File: src/sv/srd_pkg.sv
`default_nettype none
package srd_pkg;

  // Record geometry
  localparam int unsigned BASE_STRIDE = 3;
  localparam int unsigned WIDE_EXTRA  = 2;
  localparam int unsigned ROT_EXTRA   = 4;
  localparam int unsigned FIELD_BYTES = 8;  // record bytes after the shape tag
  localparam logic [7:0]  BYTE_MASK   = 8'hFF;

  localparam int unsigned POS_W = 4;

  // Configuration port
  localparam int unsigned CFG_INDEX_W = 2;
  localparam int unsigned CFG_DATA_W  = 8;
  localparam logic [7:0]  CAPACITY_RESET = 8'd255;

  typedef enum logic [CFG_INDEX_W-1:0] {
    REG_RECORD_FORMAT   = 2'd0,
    REG_OUTPUT_CAPACITY = 2'd1
  } cfg_reg_t;

  // Front-to-back queue
  localparam int unsigned QUEUE_DEPTH = 2;
  localparam int unsigned QPTR_W = (QUEUE_DEPTH > 1) ? $clog2(QUEUE_DEPTH) : 1;
  localparam int unsigned QCNT_W = $clog2(QUEUE_DEPTH + 1);

  typedef struct packed {
    logic       wide;
    logic       rot;
    logic [7:0] capacity;
  } srd_cfg_t;

  // One classified result waiting for formatting
  typedef struct packed {
    logic                      rec_valid;
    logic                      wide;
    logic                      rot;
    logic [7:0]                shape_tag;
    logic [8*FIELD_BYTES-1:0]  field;
    logic [7:0]                index;
    logic                      done;
    logic [7:0]                decoded;
  } srd_entry_t;

  typedef struct packed {
    logic empty;
    logic full;
  } srd_q_stat_t;

  function automatic logic [15:0] sext8(input logic [7:0] b);
    sext8 = {{8{b[7]}}, b};
  endfunction

endpackage
`default_nettype wire

File: src/sv/srd_if.sv
`default_nettype none
interface srd_in_if;
  logic       valid;
  logic       ready;
  logic [7:0] data_byte;
  logic       first_byte;
  logic       last_byte;
  logic [7:0] record_count;

  modport source (output valid, data_byte, first_byte, last_byte, record_count,
                  input ready);
  modport sink   (input valid, data_byte, first_byte, last_byte, record_count,
                  output ready);
endinterface

interface srd_out_if;
  logic               valid;
  logic               ready;
  logic               record_valid;
  logic [7:0]         shape_tag;
  logic signed [15:0] pos_x;
  logic signed [15:0] pos_y;
  logic [15:0]        angle;
  logic signed [15:0] angular_rate;
  logic [7:0]         record_index;
  logic               message_done;
  logic [7:0]         records_decoded;

  modport source (output valid, record_valid, shape_tag, pos_x, pos_y, angle,
                  angular_rate, record_index, message_done, records_decoded,
                  input ready);
  modport sink   (input valid, record_valid, shape_tag, pos_x, pos_y, angle,
                  angular_rate, record_index, message_done, records_decoded,
                  output ready);
endinterface

interface srd_cfg_if;
  logic       valid;
  logic       ready;
  logic [1:0] reg_index;
  logic [7:0] reg_data;

  modport source (output valid, reg_index, reg_data, input ready);
  modport sink   (input valid, reg_index, reg_data, output ready);
endinterface
`default_nettype wire

File: src/sv/srd_front.sv
`default_nettype none
module srd_front
  import srd_pkg::*;
(
  input  wire logic       clk,
  input  wire logic       rst,
  input  wire srd_cfg_t   cfg,
  input  wire logic       accept,
  input  wire logic [7:0] data_byte,
  input  wire logic       first_byte,
  input  wire logic       last_byte,
  input  wire logic [7:0] record_count,
  output logic            push,
  output srd_entry_t      entry
);

  logic [POS_W-1:0]         byte_position;
  logic [7:0]               records_emitted;
  logic [7:0]               record_limit;
  logic [8*FIELD_BYTES-1:0] field_bytes;
  logic [7:0]               held_shape_tag;

  logic [POS_W-1:0]         pos_eff;
  logic [7:0]               emitted_eff;
  logic [7:0]               limit_eff;
  logic [POS_W-1:0]         stride;
  logic [8*FIELD_BYTES-1:0] field_next;
  logic [7:0]               held_next;
  logic                     complete;
  logic                     emit;
  logic [7:0]               emitted_new;

  always_comb begin
    stride = POS_W'(BASE_STRIDE)
           + (cfg.wide ? POS_W'(WIDE_EXTRA) : '0)
           + (cfg.rot  ? POS_W'(ROT_EXTRA)  : '0);

    // first byte restarts the message before the byte is placed
    pos_eff     = first_byte ? '0 : byte_position;
    emitted_eff = first_byte ? '0 : records_emitted;
    limit_eff   = first_byte ? ((record_count < cfg.capacity) ? record_count : cfg.capacity)
                             : record_limit;

    held_next  = held_shape_tag;
    field_next = field_bytes;
    if (pos_eff == '0) begin
      held_next  = data_byte;
      field_next = '0;
    end else begin
      for (int k = 0; k < FIELD_BYTES; k++) begin
        if (pos_eff == POS_W'(k + 1)) begin
          field_next[8*k +: 8] = data_byte;
        end
      end
    end

    complete    = ({1'b0, pos_eff} + 1'b1) >= {1'b0, stride};
    emit        = complete && (emitted_eff < limit_eff);
    emitted_new = emitted_eff + {7'd0, emit};

    entry.rec_valid = emit;
    entry.wide      = cfg.wide;
    entry.rot       = cfg.rot;
    entry.shape_tag = held_next;
    entry.field     = field_next;
    entry.index     = emitted_eff;
    entry.done      = last_byte;
    entry.decoded   = last_byte ? emitted_new : '0;

    push = accept && (emit || last_byte);
  end

  always_ff @(posedge clk) begin
    if (rst) begin
      byte_position   <= '0;
      records_emitted <= '0;
      record_limit    <= '0;
    end else if (accept) begin
      if (last_byte) begin
        byte_position   <= '0;
        records_emitted <= '0;
        record_limit    <= '0;
      end else begin
        byte_position   <= complete ? '0 : pos_eff + 1'b1;
        records_emitted <= emitted_new;
        record_limit    <= limit_eff;
      end
    end
  end

  always_ff @(posedge clk) begin
    if (accept) begin
      field_bytes    <= field_next;
      held_shape_tag <= held_next;
    end
  end

endmodule
`default_nettype wire

File: src/sv/srd_queue.sv
`default_nettype none
module srd_queue
  import srd_pkg::*;
(
  input  wire logic       clk,
  input  wire logic       rst,
  input  wire logic       push,
  input  wire srd_entry_t push_data,
  input  wire logic       pop,
  output srd_entry_t      head,
  output srd_q_stat_t     stat
);

  srd_entry_t         slots [QUEUE_DEPTH];
  logic [QPTR_W-1:0]  wr_ptr;
  logic [QPTR_W-1:0]  rd_ptr;
  logic [QCNT_W-1:0]  count;
  logic               do_push;
  logic               do_pop;

  function automatic logic [QPTR_W-1:0] bump(input logic [QPTR_W-1:0] p);
    bump = (p == QPTR_W'(QUEUE_DEPTH - 1)) ? '0 : p + 1'b1;
  endfunction

  always_comb begin
    stat.empty = (count == '0);
    stat.full  = (count == QCNT_W'(QUEUE_DEPTH));
    do_push    = push && !stat.full;
    do_pop     = pop && !stat.empty;
    head       = slots[rd_ptr];
  end

  always_ff @(posedge clk) begin
    if (rst) begin
      wr_ptr <= '0;
      rd_ptr <= '0;
      count  <= '0;
    end else begin
      if (do_push) wr_ptr <= bump(wr_ptr);
      if (do_pop)  rd_ptr <= bump(rd_ptr);
      count <= count + QCNT_W'(do_push) - QCNT_W'(do_pop);
    end
  end

  always_ff @(posedge clk) begin
    if (do_push) slots[wr_ptr] <= push_data;
  end

endmodule
`default_nettype wire

File: src/sv/srd_back.sv
`default_nettype none
module srd_back
  import srd_pkg::*;
(
  input  wire logic         clk,
  input  wire logic         rst,
  input  wire srd_entry_t   head,
  input  wire srd_q_stat_t  q_stat,
  output logic              pop,
  srd_out_if.source         records
);

  logic        take;
  logic [15:0] x_f, y_f, ang_f, rate_f;

  always_comb begin
    if (head.wide) begin
      x_f = head.field[15:0];
      y_f = head.field[31:16];
    end else begin
      x_f = sext8(head.field[7:0]);
      y_f = sext8(head.field[15:8]);
    end
    // angle and rate sit right after y
    if (!head.rot) begin
      ang_f  = '0;
      rate_f = '0;
    end else if (head.wide) begin
      ang_f  = head.field[47:32];
      rate_f = head.field[63:48];
    end else begin
      ang_f  = head.field[31:16];
      rate_f = head.field[47:32];
    end

    take = !q_stat.empty && (!records.valid || records.ready);
    pop  = take;
  end

  always_ff @(posedge clk) begin
    if (rst) begin
      records.valid <= 1'b0;
    end else if (take) begin
      records.valid <= 1'b1;
    end else if (records.ready) begin
      records.valid <= 1'b0;
    end
  end

  always_ff @(posedge clk) begin
    if (take) begin
      records.record_valid    <= head.rec_valid;
      records.shape_tag       <= head.rec_valid ? head.shape_tag : '0;
      records.pos_x           <= head.rec_valid ? x_f : '0;
      records.pos_y           <= head.rec_valid ? y_f : '0;
      records.angle           <= head.rec_valid ? ang_f : '0;
      records.angular_rate    <= head.rec_valid ? rate_f : '0;
      records.record_index    <= head.rec_valid ? head.index : '0;
      records.message_done    <= head.done;
      records.records_decoded <= head.decoded;
    end
  end

endmodule
`default_nettype wire

File: src/sv/shape_record_deframer.sv
`default_nettype none
// Shape record deframer. Payload bytes enter on "payload", one item per byte,
// and are cut into records of 3, 5, 7 or 9 bytes according to record_format
// (bit0: 16-bit little-endian x/y instead of sign-extended 8-bit, bit1: angle
// and rate follow y). The first byte of a message latches
// min(record_count, output_capacity) as the record limit; records past that
// limit, and a trailing partial record, are dropped. One item leaves on
// "records" for every emitted record and for every last byte; the last-byte
// item carries message_done and the number of records emitted. Throughput is
// one byte per clock while the queue is not full: the front end does all
// per-byte bookkeeping combinationally and hands finished records to a
// 2-entry queue; the back end formats the head of the queue into the output
// register, so a result is registered in a queue slot and then in the output
// register before it is presented. payload.ready drops only while the queue
// is full, i.e. while the downstream side keeps records.ready low.
// Configuration writes are always taken (cfg.ready is tied high); the format
// register is sampled per byte.
module shape_record_deframer
  import srd_pkg::*;
(
  input  wire logic  clk,
  input  wire logic  rst,
  srd_in_if.sink     payload,
  srd_out_if.source  records,
  srd_cfg_if.sink    cfg
);

  logic [1:0]  record_format;
  logic [7:0]  output_capacity;
  srd_cfg_t    cfg_now;

  logic        in_take;
  logic        q_push;
  logic        q_pop;
  srd_entry_t  front_entry;
  srd_entry_t  q_head;
  srd_q_stat_t q_stat;

  // ---- configuration registers ----
  assign cfg.ready = 1'b1;

  always_ff @(posedge clk) begin
    if (rst) begin
      record_format   <= '0;
      output_capacity <= CAPACITY_RESET;
    end else if (cfg.valid) begin
      unique case (cfg.reg_index)
        REG_RECORD_FORMAT:   record_format   <= cfg.reg_data[1:0];
        REG_OUTPUT_CAPACITY: output_capacity <= cfg.reg_data & BYTE_MASK;
        default: ;  // unmapped index: ignored
      endcase
    end
  end

  always_comb begin
    cfg_now.wide     = record_format[0];
    cfg_now.rot      = record_format[1];
    cfg_now.capacity = output_capacity;
  end

  // ---- front end: accept and classify ----
  // stall input only when the queue cannot take a result
  assign payload.ready = !q_stat.full;
  assign in_take       = payload.valid && payload.ready;

  srd_front u_front (
    .clk          (clk),
    .rst          (rst),
    .cfg          (cfg_now),
    .accept       (in_take),
    .data_byte    (payload.data_byte),
    .first_byte   (payload.first_byte),
    .last_byte    (payload.last_byte),
    .record_count (payload.record_count),
    .push         (q_push),
    .entry        (front_entry)
  );

  // ---- decoupling queue ----
  srd_queue u_queue (
    .clk       (clk),
    .rst       (rst),
    .push      (q_push),
    .push_data (front_entry),
    .pop       (q_pop),
    .head      (q_head),
    .stat      (q_stat)
  );

  // ---- back end: format and present ----
  srd_back u_back (
    .clk     (clk),
    .rst     (rst),
    .head    (q_head),
    .q_stat  (q_stat),
    .pop     (q_pop),
    .records (records)
  );

`ifndef SYNTHESIS
  // front never pushes into a full queue
  a_no_overflow: assert property (@(posedge clk) disable iff (rst)
    !(q_push && q_stat.full))
    else $error("queue push while full");

  // every result is a record, an end of message, or both
  a_result_kind: assert property (@(posedge clk) disable iff (rst)
    records.valid |-> (records.record_valid || records.message_done))
    else $error("empty result presented");

  // count is only reported on the end-of-message item
  a_decoded_zero: assert property (@(posedge clk) disable iff (rst)
    (records.valid && !records.message_done) |-> (records.records_decoded == 8'd0))
    else $error("records_decoded set without message_done");

  // an unconsumed result never vanishes
  a_out_hold: assert property (@(posedge clk) disable iff (rst)
    (records.valid && !records.ready) |=> records.valid)
    else $error("result dropped while stalled");
`endif

endmodule
`default_nettype wire

File: src/flat_wrapper.sv
// flat-port wrapper written by rule: the top's interface ports become plain ports
module shape_record_deframer_flat import srd_pkg::*;
  (clk, rst, payload_valid, payload_data_byte, payload_first_byte, payload_last_byte, payload_record_count, payload_ready, records_valid, records_record_valid, records_shape_tag, records_pos_x, records_pos_y, records_angle, records_angular_rate, records_record_index, records_message_done, records_records_decoded, records_ready, cfg_valid, cfg_reg_index, cfg_reg_data, cfg_ready);
  srd_in_if payload_i ();
  srd_out_if records_i ();
  srd_cfg_if cfg_i ();
  input  wire logic clk;
  input  wire logic rst;
  input wire logic [$bits(payload_i.valid)-1:0] payload_valid;
  input wire logic [$bits(payload_i.data_byte)-1:0] payload_data_byte;
  input wire logic [$bits(payload_i.first_byte)-1:0] payload_first_byte;
  input wire logic [$bits(payload_i.last_byte)-1:0] payload_last_byte;
  input wire logic [$bits(payload_i.record_count)-1:0] payload_record_count;
  output wire logic [$bits(payload_i.ready)-1:0] payload_ready;
  output wire logic [$bits(records_i.valid)-1:0] records_valid;
  output wire logic [$bits(records_i.record_valid)-1:0] records_record_valid;
  output wire logic [$bits(records_i.shape_tag)-1:0] records_shape_tag;
  output wire logic [$bits(records_i.pos_x)-1:0] records_pos_x;
  output wire logic [$bits(records_i.pos_y)-1:0] records_pos_y;
  output wire logic [$bits(records_i.angle)-1:0] records_angle;
  output wire logic [$bits(records_i.angular_rate)-1:0] records_angular_rate;
  output wire logic [$bits(records_i.record_index)-1:0] records_record_index;
  output wire logic [$bits(records_i.message_done)-1:0] records_message_done;
  output wire logic [$bits(records_i.records_decoded)-1:0] records_records_decoded;
  input wire logic [$bits(records_i.ready)-1:0] records_ready;
  input wire logic [$bits(cfg_i.valid)-1:0] cfg_valid;
  input wire logic [$bits(cfg_i.reg_index)-1:0] cfg_reg_index;
  input wire logic [$bits(cfg_i.reg_data)-1:0] cfg_reg_data;
  output wire logic [$bits(cfg_i.ready)-1:0] cfg_ready;
  assign payload_i.valid = payload_valid;
  assign payload_i.data_byte = payload_data_byte;
  assign payload_i.first_byte = payload_first_byte;
  assign payload_i.last_byte = payload_last_byte;
  assign payload_i.record_count = payload_record_count;
  assign payload_ready = payload_i.ready;
  assign records_valid = records_i.valid;
  assign records_record_valid = records_i.record_valid;
  assign records_shape_tag = records_i.shape_tag;
  assign records_pos_x = records_i.pos_x;
  assign records_pos_y = records_i.pos_y;
  assign records_angle = records_i.angle;
  assign records_angular_rate = records_i.angular_rate;
  assign records_record_index = records_i.record_index;
  assign records_message_done = records_i.message_done;
  assign records_records_decoded = records_i.records_decoded;
  assign records_i.ready = records_ready;
  assign cfg_i.valid = cfg_valid;
  assign cfg_i.reg_index = cfg_reg_index;
  assign cfg_i.reg_data = cfg_reg_data;
  assign cfg_ready = cfg_i.ready;
  shape_record_deframer u_core (.clk(clk), .rst(rst), .payload(payload_i), .records(records_i), .cfg(cfg_i));
endmodule
File: config.mk
export PLATFORM = sky130hd
export DESIGN_NAME = shape_record_deframer_flat
export DESIGN_NICKNAME = d
export VERILOG_FILES = /design/src/sv/srd_pkg.sv /design/src/sv/srd_if.sv /design/src/sv/srd_front.sv /design/src/sv/srd_queue.sv /design/src/sv/srd_back.sv /design/src/sv/shape_record_deframer.sv /design/src/flat_wrapper.sv
export SDC_FILE = /design/constraint.sdc
export NUM_CORES = 1
export LEC_CHECK = 0
export BUFFER_PORTS_ARGS = -buffer_cell sky130_fd_sc_hd__buf_2
export CAP_MARGIN = 15
export CORE_MARGIN = 2
export CORE_UTILIZATION = 59
export CTS_CLUSTER_DIAMETER = 80
export DETAILED_ROUTE_END_ITERATION = 6
export HOLD_SLACK_MARGIN = 0.12
export PLACE_DENSITY = 0.87
export SYNTH_ARGS = -nofsm -noshare
export SYNTH_HDL_FRONTEND = slang
export SYNTH_SLANG_ARGS = --single-unit
File: constraint.sdc
create_clock -name clk -period 18.9 [get_ports clk]
set_input_delay 3.78 -clock clk [delete_from_list [all_inputs] [get_ports clk]]
set_output_delay 3.78 -clock clk [all_outputs]
set_load 0.05 [all_outputs]
# Word-level counts from Yosys, hierarchy flattened
# Memory sizes are Yosys's and may differ from the RTL's. A register that Yosys moved wholly into a read port is not among the register bits.
# Index checks and enable logic that the tools add are counted.
# Widths: inputs -> output; s select.
[classes]
muxes = 33
reduce_logical = 18
n_eq_ne = 10
addsub = 9
order_cmp = 3
[op_table]
columns = ["op", "count"]
rows = [
  ["$mux 8", 15],
  ["$mux 16", 4],
  ["$mux 64", 1],
  ["$eq 4x3->1 const B", 4],
  ["$lt 8x8->1", 2],
  ["$mux 4", 3],
  ["$add 8x1->8", 1],
  ["$eq 4x2->1 const B", 2],
  ["$mux 1", 8],
  ["$logic_and 1x1->1", 6],
  ["$reduce_and 2->1", 3],
  ["$add 4x1->5 const B", 1],
  ["$ge 5x4->1", 1],
  ["$add 2x4->4 const A", 1],
  ["$add 4x1->4 const B", 1],
  ["$add 4x3->4", 1],
  ["$eq 4x1->1 const B", 1],
  ["$eq 4x4->1 const B", 1],
  ["$logic_not 2->1", 2],
  ["$logic_not 4->1", 1],
  ["$logic_not 1->1", 3],
  ["$mux 3", 1],
  ["$add 1x1->1 const B", 2],
  ["$add 2x1->2", 1],
  ["other kinds (6)", 7],
]
[word_totals]
mem_bits_rw = 184
inputBits = 33
memories = 1
word_cells = 94
output_inout_bits = 93
regBits = 197
[memory_table]
columns = ["name", "depth", "width", "rd", "rd_clocked_by_memory_dff", "write_ports", "line", "text"]
rows = [
  ["u_core.u_queue.slots", 2, 92, 1, 1, 1, "srd_queue.sv:14", "srd_entry_t slots [QUEUE_DEPTH];"],
]

# Logic depth before layout (Yosys ltp)
[depth]
word_depth = 10
mapped_depth = 22
depth_no_buf = 21

# Modules after synthesis
# Synthesis repeated with hierarchy kept, for this count alone.
[hier_totals]
hier_cells = 1144
hier_area_um2 = 16220.6
[modules_own_cells]
columns = ["mod", "cells_each", "n_inst", "area_per_inst_um2", "seq_area_each_um2"]
rows = [
  ["srd_queue", 313, 1, 6897.9, 5625.4],
  ["srd_front", 534, 1, 5089.9, 2562.5],
  ["srd_back", 248, 1, 3789.9, 2722.6],
  ["shape_record_deframer", 49, 1, 442.9, 200.2],
]

# Least setup slack after synthesis
# No wires, ideal clock.
[synth_path]
path_kind = "input -> register"
from = "input payload_record_count[7]"
to = "memory u_core.u_queue.slots[0][0] (netlist bit) (enable)"
path_buffers = 1
arrival_ps = 9820
setup_time_ps = 543
slack_ps = 8537
path_stages = 15
t_required_ps = 18357
path_cell_list = "ha_1 a21oi_1 o211ai_1 a21oi_1 buf_6 mux2i_1 a21oi_1 inv_1 ha_1 nand4_1 or3_1 nor2_1 mux2i_1 a32oi_2 nor2_1"
[synth_via]
elab_chain_cells = 10
[synth_rtl]
columns = ["element", "line", "text"]
rows = [
  ["start, declared", "flat_wrapper.sv:13", "input wire logic [$bits(payload_i.record_count)-1:0] payload_record_count;"],
  ["$lt 8x8->1", "srd_front.sv:41", "limit_eff = first_byte ? ((record_count < cfg.capacity) ? record_count : cfg.capacity)"],
  ["$mux 8 (*) (2 in series)", "srd_front.sv:41", ""],
  ["$lt 8x8->1 (*)", "srd_front.sv:58", "emit = complete && (emitted_eff < limit_eff);"],
  ["$logic_and 1x1->1 (*)", "srd_front.sv:58", ""],
  ["$logic_or 1x1->1 (*)", "srd_front.sv:70", "push = accept && (emit || last_byte);"],
  ["$logic_and 1x1->1 (*)", "srd_front.sv:70", ""],
  ["$logic_and 1x1->1 (*)", "srd_queue.sv:28", "do_push = push && !stat.full;"],
  ["$mux 1 (*)", "srd_queue.sv:46", "if (do_push) slots[wr_ptr] <= push_data;"],
  ["$mux 1 (not written as such) (*)", "srd_queue.sv:46", ""],
  ["end, declared", "srd_queue.sv:14", ""],
]
# Every way passes the cells marked *; elsewhere a longest branch is shown, timed or not.

# Worst setup path in the final report
[layout_path]
from = "input payload_record_count[7]"
to = "memory u_core.u_queue.slots[0][73] (netlist bit) (enable)"
# The elaborated chain is that of the path after synthesis.

==> metrics list <==
- In the final design database the tool counted roughly 1300 nets.
- Seq pwr share: a little under half
- All-Layer GR Usage: around a quarter
- Timing would allow up to 122 MHz.
- The number of gates resized after CTS was 0.
- Routability-driven placement finished with a final weighted congestion of 0.814.
- Cell internal power was estimated by the tool at 0.00170 W.
- Setup slack of the worst register-to-register path: around 14 ns
- Proportion of power drawn by combinational gates: around 28%
- The clock drives about 380 sinks.
- Antenna Diode Count: 0
* Total DRC errors in the routed layout: 0
* Slew headroom: 24.2%
* Number of buffers added for setup after CTS: 0
- Detail-routed net length per standard cell: between 20 and 25 um
- The clock tree synthesis step divided the H-tree into 2 levels.
* Vias per inst: 5.98
- Number of enable-type register cells in the synthesized netlist: about 350
- In this run the static leakage power is approximately 6.6 nW.
- Storage element area: between 10000 and 15000 sq um
- The min-delay analysis places its worst path in the category reg2reg.
- Net switching is a little over a third of the power.
* Clock network fraction of total power: a little over a quarter
* Core region area: roughly 26000 sq um
- In this run the mean area of a mapped cell was around 14 sq um.
- STA puts the critical path data required time at between 15 and 20 ns.
- Count of standard-cell rows: 59
- Min Clock Period, post-route: 8.23 ns
- Multi-input gate area in the final layout: between 4000 and 5000 sq um
- Hold Path Sink: u_core.u_front.record_limit[0]$_SDFFE_PP0P_
- Entering global routing, the biggest net connects about 80 pins.
* Layout cell share with drive strength beyond 1: between 10% and 20%
- The worst setup path is of the in2reg kind.
- Util after Layout: between 60% and 70%
- Fill cell instance count of the final layout: roughly 1700
- In this run the worst path has a maximum fanout of 49.
- Total clock buffers created by CTS: 38
* Reg-to-reg critical path endpoint: u_core.u_queue.slots[0][73]$_DFFE_PP_
- Yosys mapped the design onto 46 distinct sky130hd cell types.
- Vias in the first global route: 9449
* Total negative setup slack: 0 ns
- Clock skew: around 0.021 ns
* Summed instance area of the synthesized netlist: between 15000 and 20000 sq um
* Post-route cell area: 17900 sq um
- The final number of max-transition violations came to 0.
- Area of the die: roughly 28000 sq um
* Number of max-capacitance violations reported: 0
- For this design, the CTS-stage hold fixing added 0 buffers.
- Post-detailed-routing wire length: ~33 mm
- Half-perimeter wire length of the detailed placement result: between 20 and 25 mm
- The flow ran to the end, and the final reports show no timing, DRC or antenna violations.
- The worst setup path is captured at a register.
- Power density cells: approximately 150 nW/um^2
- Detailed-router iteration count before antenna repair: 6
- Total placed instance area: approximately 17000 sq um
- The share of the Yosys chip area taken by registers is a little over two thirds.
* Die extent in x: about 170 um
- around 130 I/O pins were placed.
- After technology mapping, the gate count stands at around 1100.
* Setup repair after global routing missed its margin: no
* Smallest hold slack: 0.493 ns
* Arrival @ worst endpoint: between 8 and 9 ns
- Remaining antenna violation count: 0
- Vias after detailed routing: around 9600
- In this run the most critical hold path is launched from u_core.u_front.record_limit[0]$_SDFFE_PP0P_.
- The worst hold path passes through 2 cells.
- Buffers on Ports: 124
- R2R Path Start: u_core.output_capacity[7]$_SDFFE_PP1P_
- Area growth syn-to-layout: 13.1%
- CTS tree: yes
- Count of synthesis-stage warnings from yosys: 0
* Clock transition at path regs: roughly 0.060 ns
- The die is 168 um tall.
* Switch Pwr: slightly above 0.0009 W
* Flop and latch count out of synthesis: roughly 380
- Antenna violations before repair: 1
- Initial detailed-routing violation count: between 1000 and 1500
- Slew at the pin closest to its max-slew limit: between 1 and 1.5 ns
* Part of the cycle the worst path needs: 43.5%
- The most used flip-flop cell after synthesis is sky130_fd_sc_hd__edfxtp_1.
- Type of origin of the critical path: input port
- The worst-case IR drop observed on VDD is just over 0.1 mV.
- The final count of hold timing violations came to 0.
- Final-report setup violation count: 0
- Synthesized netlist net count: 1205
* Initial core utilization: 60.3%
- In the synthesized netlist the async set-or-reset flop fraction comes to 0%.
- Worst reg2reg path depth: 17
- The tree is rooted in a sky130_fd_sc_hd__clkbuf_16.
* Global-route wire length before repair: 51.6 mm
* Congestion Overflow GR: 0
* Deepest clock path buffer count: 3
- Clock latency on the worst-skew pair, taken at its later pin, is approximately 0.54 ns.
worst max-delay path by stage:
| stage | endpoint | start | slack [ns] |
|---|---|---|---|
| 2_1_floorplan | u_core.u_queue.slots[0][0]$_DFFE_PP_ | payload_record_count[7] | 8.54 |
| 3_3_place_gp | u_core.u_queue.slots[0][19]$_DFFE_PP_ | payload_record_count[7] | 10.35 |
| 3_5_place_dp | u_core.u_queue.slots[0][19]$_DFFE_PP_ | payload_record_count[7] | 10.22 |
| 4_1_cts | u_core.u_queue.slots[1][72]$_DFFE_PP_ | payload_record_count[7] | 10.70 |
| 5_1_grt | u_core.u_queue.slots[1][84]$_DFFE_PP_ | payload_record_count[7] | 10.28 |
| 6_report | u_core.u_queue.slots[0][73]$_DFFE_PP_ | payload_record_count[7] | 10.67 |
cell usage in the layout, fill, tap and decap left out, types with 3 or more instances in the layout:
master,n
sky130_fd_sc_hd__nand2_1,120
sky130_fd_sc_hd__clkbuf_1,3
sky130_fd_sc_hd__a32o_1,7
sky130_fd_sc_hd__a211oi_1,46
sky130_fd_sc_hd__nand2b_1,3
sky130_fd_sc_hd__a22oi_1,8
sky130_fd_sc_hd__a21oi_1,102
sky130_fd_sc_hd__nor2b_1,18
sky130_fd_sc_hd__mux2i_1,81
sky130_fd_sc_hd__clkinv_1,9
sky130_fd_sc_hd__buf_2,124
sky130_fd_sc_hd__clkbuf_16,39
sky130_fd_sc_hd__clkinvlp_4,3
sky130_fd_sc_hd__xnor2_1,6
sky130_fd_sc_hd__buf_4,11
sky130_fd_sc_hd__dfxtp_1,35
sky130_fd_sc_hd__o21ai_0,7
sky130_fd_sc_hd__clkinv_2,5
sky130_fd_sc_hd__ha_1,26
sky130_fd_sc_hd__xor2_1,6
sky130_fd_sc_hd__mux2_2,36
sky130_fd_sc_hd__inv_1,32
sky130_fd_sc_hd__o211ai_1,9
sky130_fd_sc_hd__o22ai_1,8
sky130_fd_sc_hd__nand3_1,29
sky130_fd_sc_hd__nor3b_1,12
sky130_fd_sc_hd__and2_1,11
sky130_fd_sc_hd__nor3_1,6
sky130_fd_sc_hd__edfxtp_1,346
sky130_fd_sc_hd__and3_1,6
sky130_fd_sc_hd__nor2_1,91
through the flow:
| stage | cells | power (W) | worst slack [ns] |
|---|---|---|---|
| 3_3_place_gp | 1545 | 0.00190 | 10.35 |
| 4_1_cts | 1610 | 0.00263 | 10.70 |
| 6_report | 1611 | 0.00261 | 10.67 |
| 2_1_floorplan | 1146 | 0.00174 | 8.54 |
| 5_1_grt | 1611 | 0.00271 | 10.28 |
| 3_5_place_dp | 1545 | 0.00191 | 10.22 |
cells by family (layout without fill, tap and decap cells):
family	after synthesis	after routing	share of synthesized area (%)
multiplexers	120	120	7.91
adder cells (fa/ha/maj)	26	26	2.06
AO/OA/AOI/OAI	194	194	7.62
buffers and inverters	105	235	2.83
AND/OR/NAND/NOR	306	306	8.62
XOR/XNOR	12	12	0.665
other	1	1	0.0237
flip-flops	382	382	70.3
cell type report:
class / count / share of cell area [%]
inverter: 34 / 0.742
multi-input combinational: 659 / 24.0
tap: 335 / 2.34
sequential: 382 / 62.2
clock buffer: 44 / 5.68
timing repair buffer: 136 / 4.09
clock inverter: 21 / 0.973
cell usage after synthesis, types with 3 or more instances:
cell                       instances  area (sq um)
sky130_fd_sc_hd__mux2i_1          83           831
sky130_fd_sc_hd__a32o_1            7          70.1
sky130_fd_sc_hd__nand2b_1          3          18.8
sky130_fd_sc_hd__buf_6             3          33.8
sky130_fd_sc_hd__nand2_1         120           450
sky130_fd_sc_hd__nor2_1           93           349
sky130_fd_sc_hd__nand3_1          29           145
sky130_fd_sc_hd__xnor2_1           6          52.6
sky130_fd_sc_hd__xor2_1            6          52.6
sky130_fd_sc_hd__a22oi_1           8          60.1
sky130_fd_sc_hd__nor3_1            6          30.0
sky130_fd_sc_hd__and3_1            6          37.5
sky130_fd_sc_hd__o211ai_1          9          67.6
sky130_fd_sc_hd__a211oi_1         46           345
sky130_fd_sc_hd__inv_1            33           124
sky130_fd_sc_hd__edfxtp_1        346         10400
sky130_fd_sc_hd__and2_1           12          75.1
sky130_fd_sc_hd__ha_1             26           325
sky130_fd_sc_hd__clkbuf_1         43           161
sky130_fd_sc_hd__nor2b_1          18           113
sky130_fd_sc_hd__o22ai_1           8          50.1
sky130_fd_sc_hd__o21ai_0           7          35.0
sky130_fd_sc_hd__mux2_2           36           405
sky130_fd_sc_hd__nor3b_1          12          90.1
sky130_fd_sc_hd__buf_1             6          22.5
sky130_fd_sc_hd__a21oi_1         102           510
sky130_fd_sc_hd__buf_2            18          90.1
sky130_fd_sc_hd__dfxtp_1          36           721
worst max-delay path: stages:
cell	delay (ns)
sky130_fd_sc_hd__buf_2	0.11
sky130_fd_sc_hd__ha_1	0.32
sky130_fd_sc_hd__a21oi_1	0.17
sky130_fd_sc_hd__o211ai_1	0.11
sky130_fd_sc_hd__a21oi_1	0.88
sky130_fd_sc_hd__mux2i_1	0.19
sky130_fd_sc_hd__a21oi_1	0.25
sky130_fd_sc_hd__inv_1	0.08
sky130_fd_sc_hd__ha_1	0.31
sky130_fd_sc_hd__nand4_1	0.13
sky130_fd_sc_hd__or3_1	0.15
sky130_fd_sc_hd__nor2_1	0.05
sky130_fd_sc_hd__mux2i_1	0.20
sky130_fd_sc_hd__a32oi_2	0.25
sky130_fd_sc_hd__nor2_4	0.12
sky130_fd_sc_hd__buf_4	0.50
sky130_fd_sc_hd__buf_4	0.69
power by group through the flow:
stage | clock network (W) | logic, W | registers, W
6_report | 0.000713 | 0.000722 | 0.00118
5_1_grt | 0.000760 | 0.000760 | 0.00119
4_1_cts | 0.000726 | 0.000721 | 0.00118
3_5_place_dp | 0 | 0.000716 | 0.00120
3_3_place_gp | 0 | 0.000705 | 0.00119
2_1_floorplan | 0 | 0.000285 | 0.00146
per-layer routing:
| metal | vias to the layer above | wire, um | GRT usage, % |
|---|---|---|---|
| met5 | - | 7 | 0 |
| met4 | 2 | 934 | 8.81 |
| met3 | 67 | 2780 | 3.99 |
| met2 | 495 | 15500 | 37.5 |
| met1 | 4626 | 13800 | 33.7 |
| li1 | 4439 | - | - |
state kept, by name, indices dropped and copies added, names as in the netlist, 4 cells and up, named ones only:
name	flops
u_core.u_back.records.pos_y	16
u_core.u_back.records.pos_x	16
u_core.u_front.field_bytes	64
u_core.u_front.byte_position	4
u_core.u_front.record_limit	8
u_core.u_back.records.angle	16
u_core.u_back.records.angular_rate	16
u_core.u_front.held_shape_tag	8
u_core.u_back.records.records_decoded	8
u_core.u_queue.slots	184
u_core.u_front.records_emitted	8
u_core.u_back.records.record_index	8
u_core.u_back.records.shape_tag	8
u_core.output_capacity	8
No activity file was read; power rests on OpenSTA's default activity.
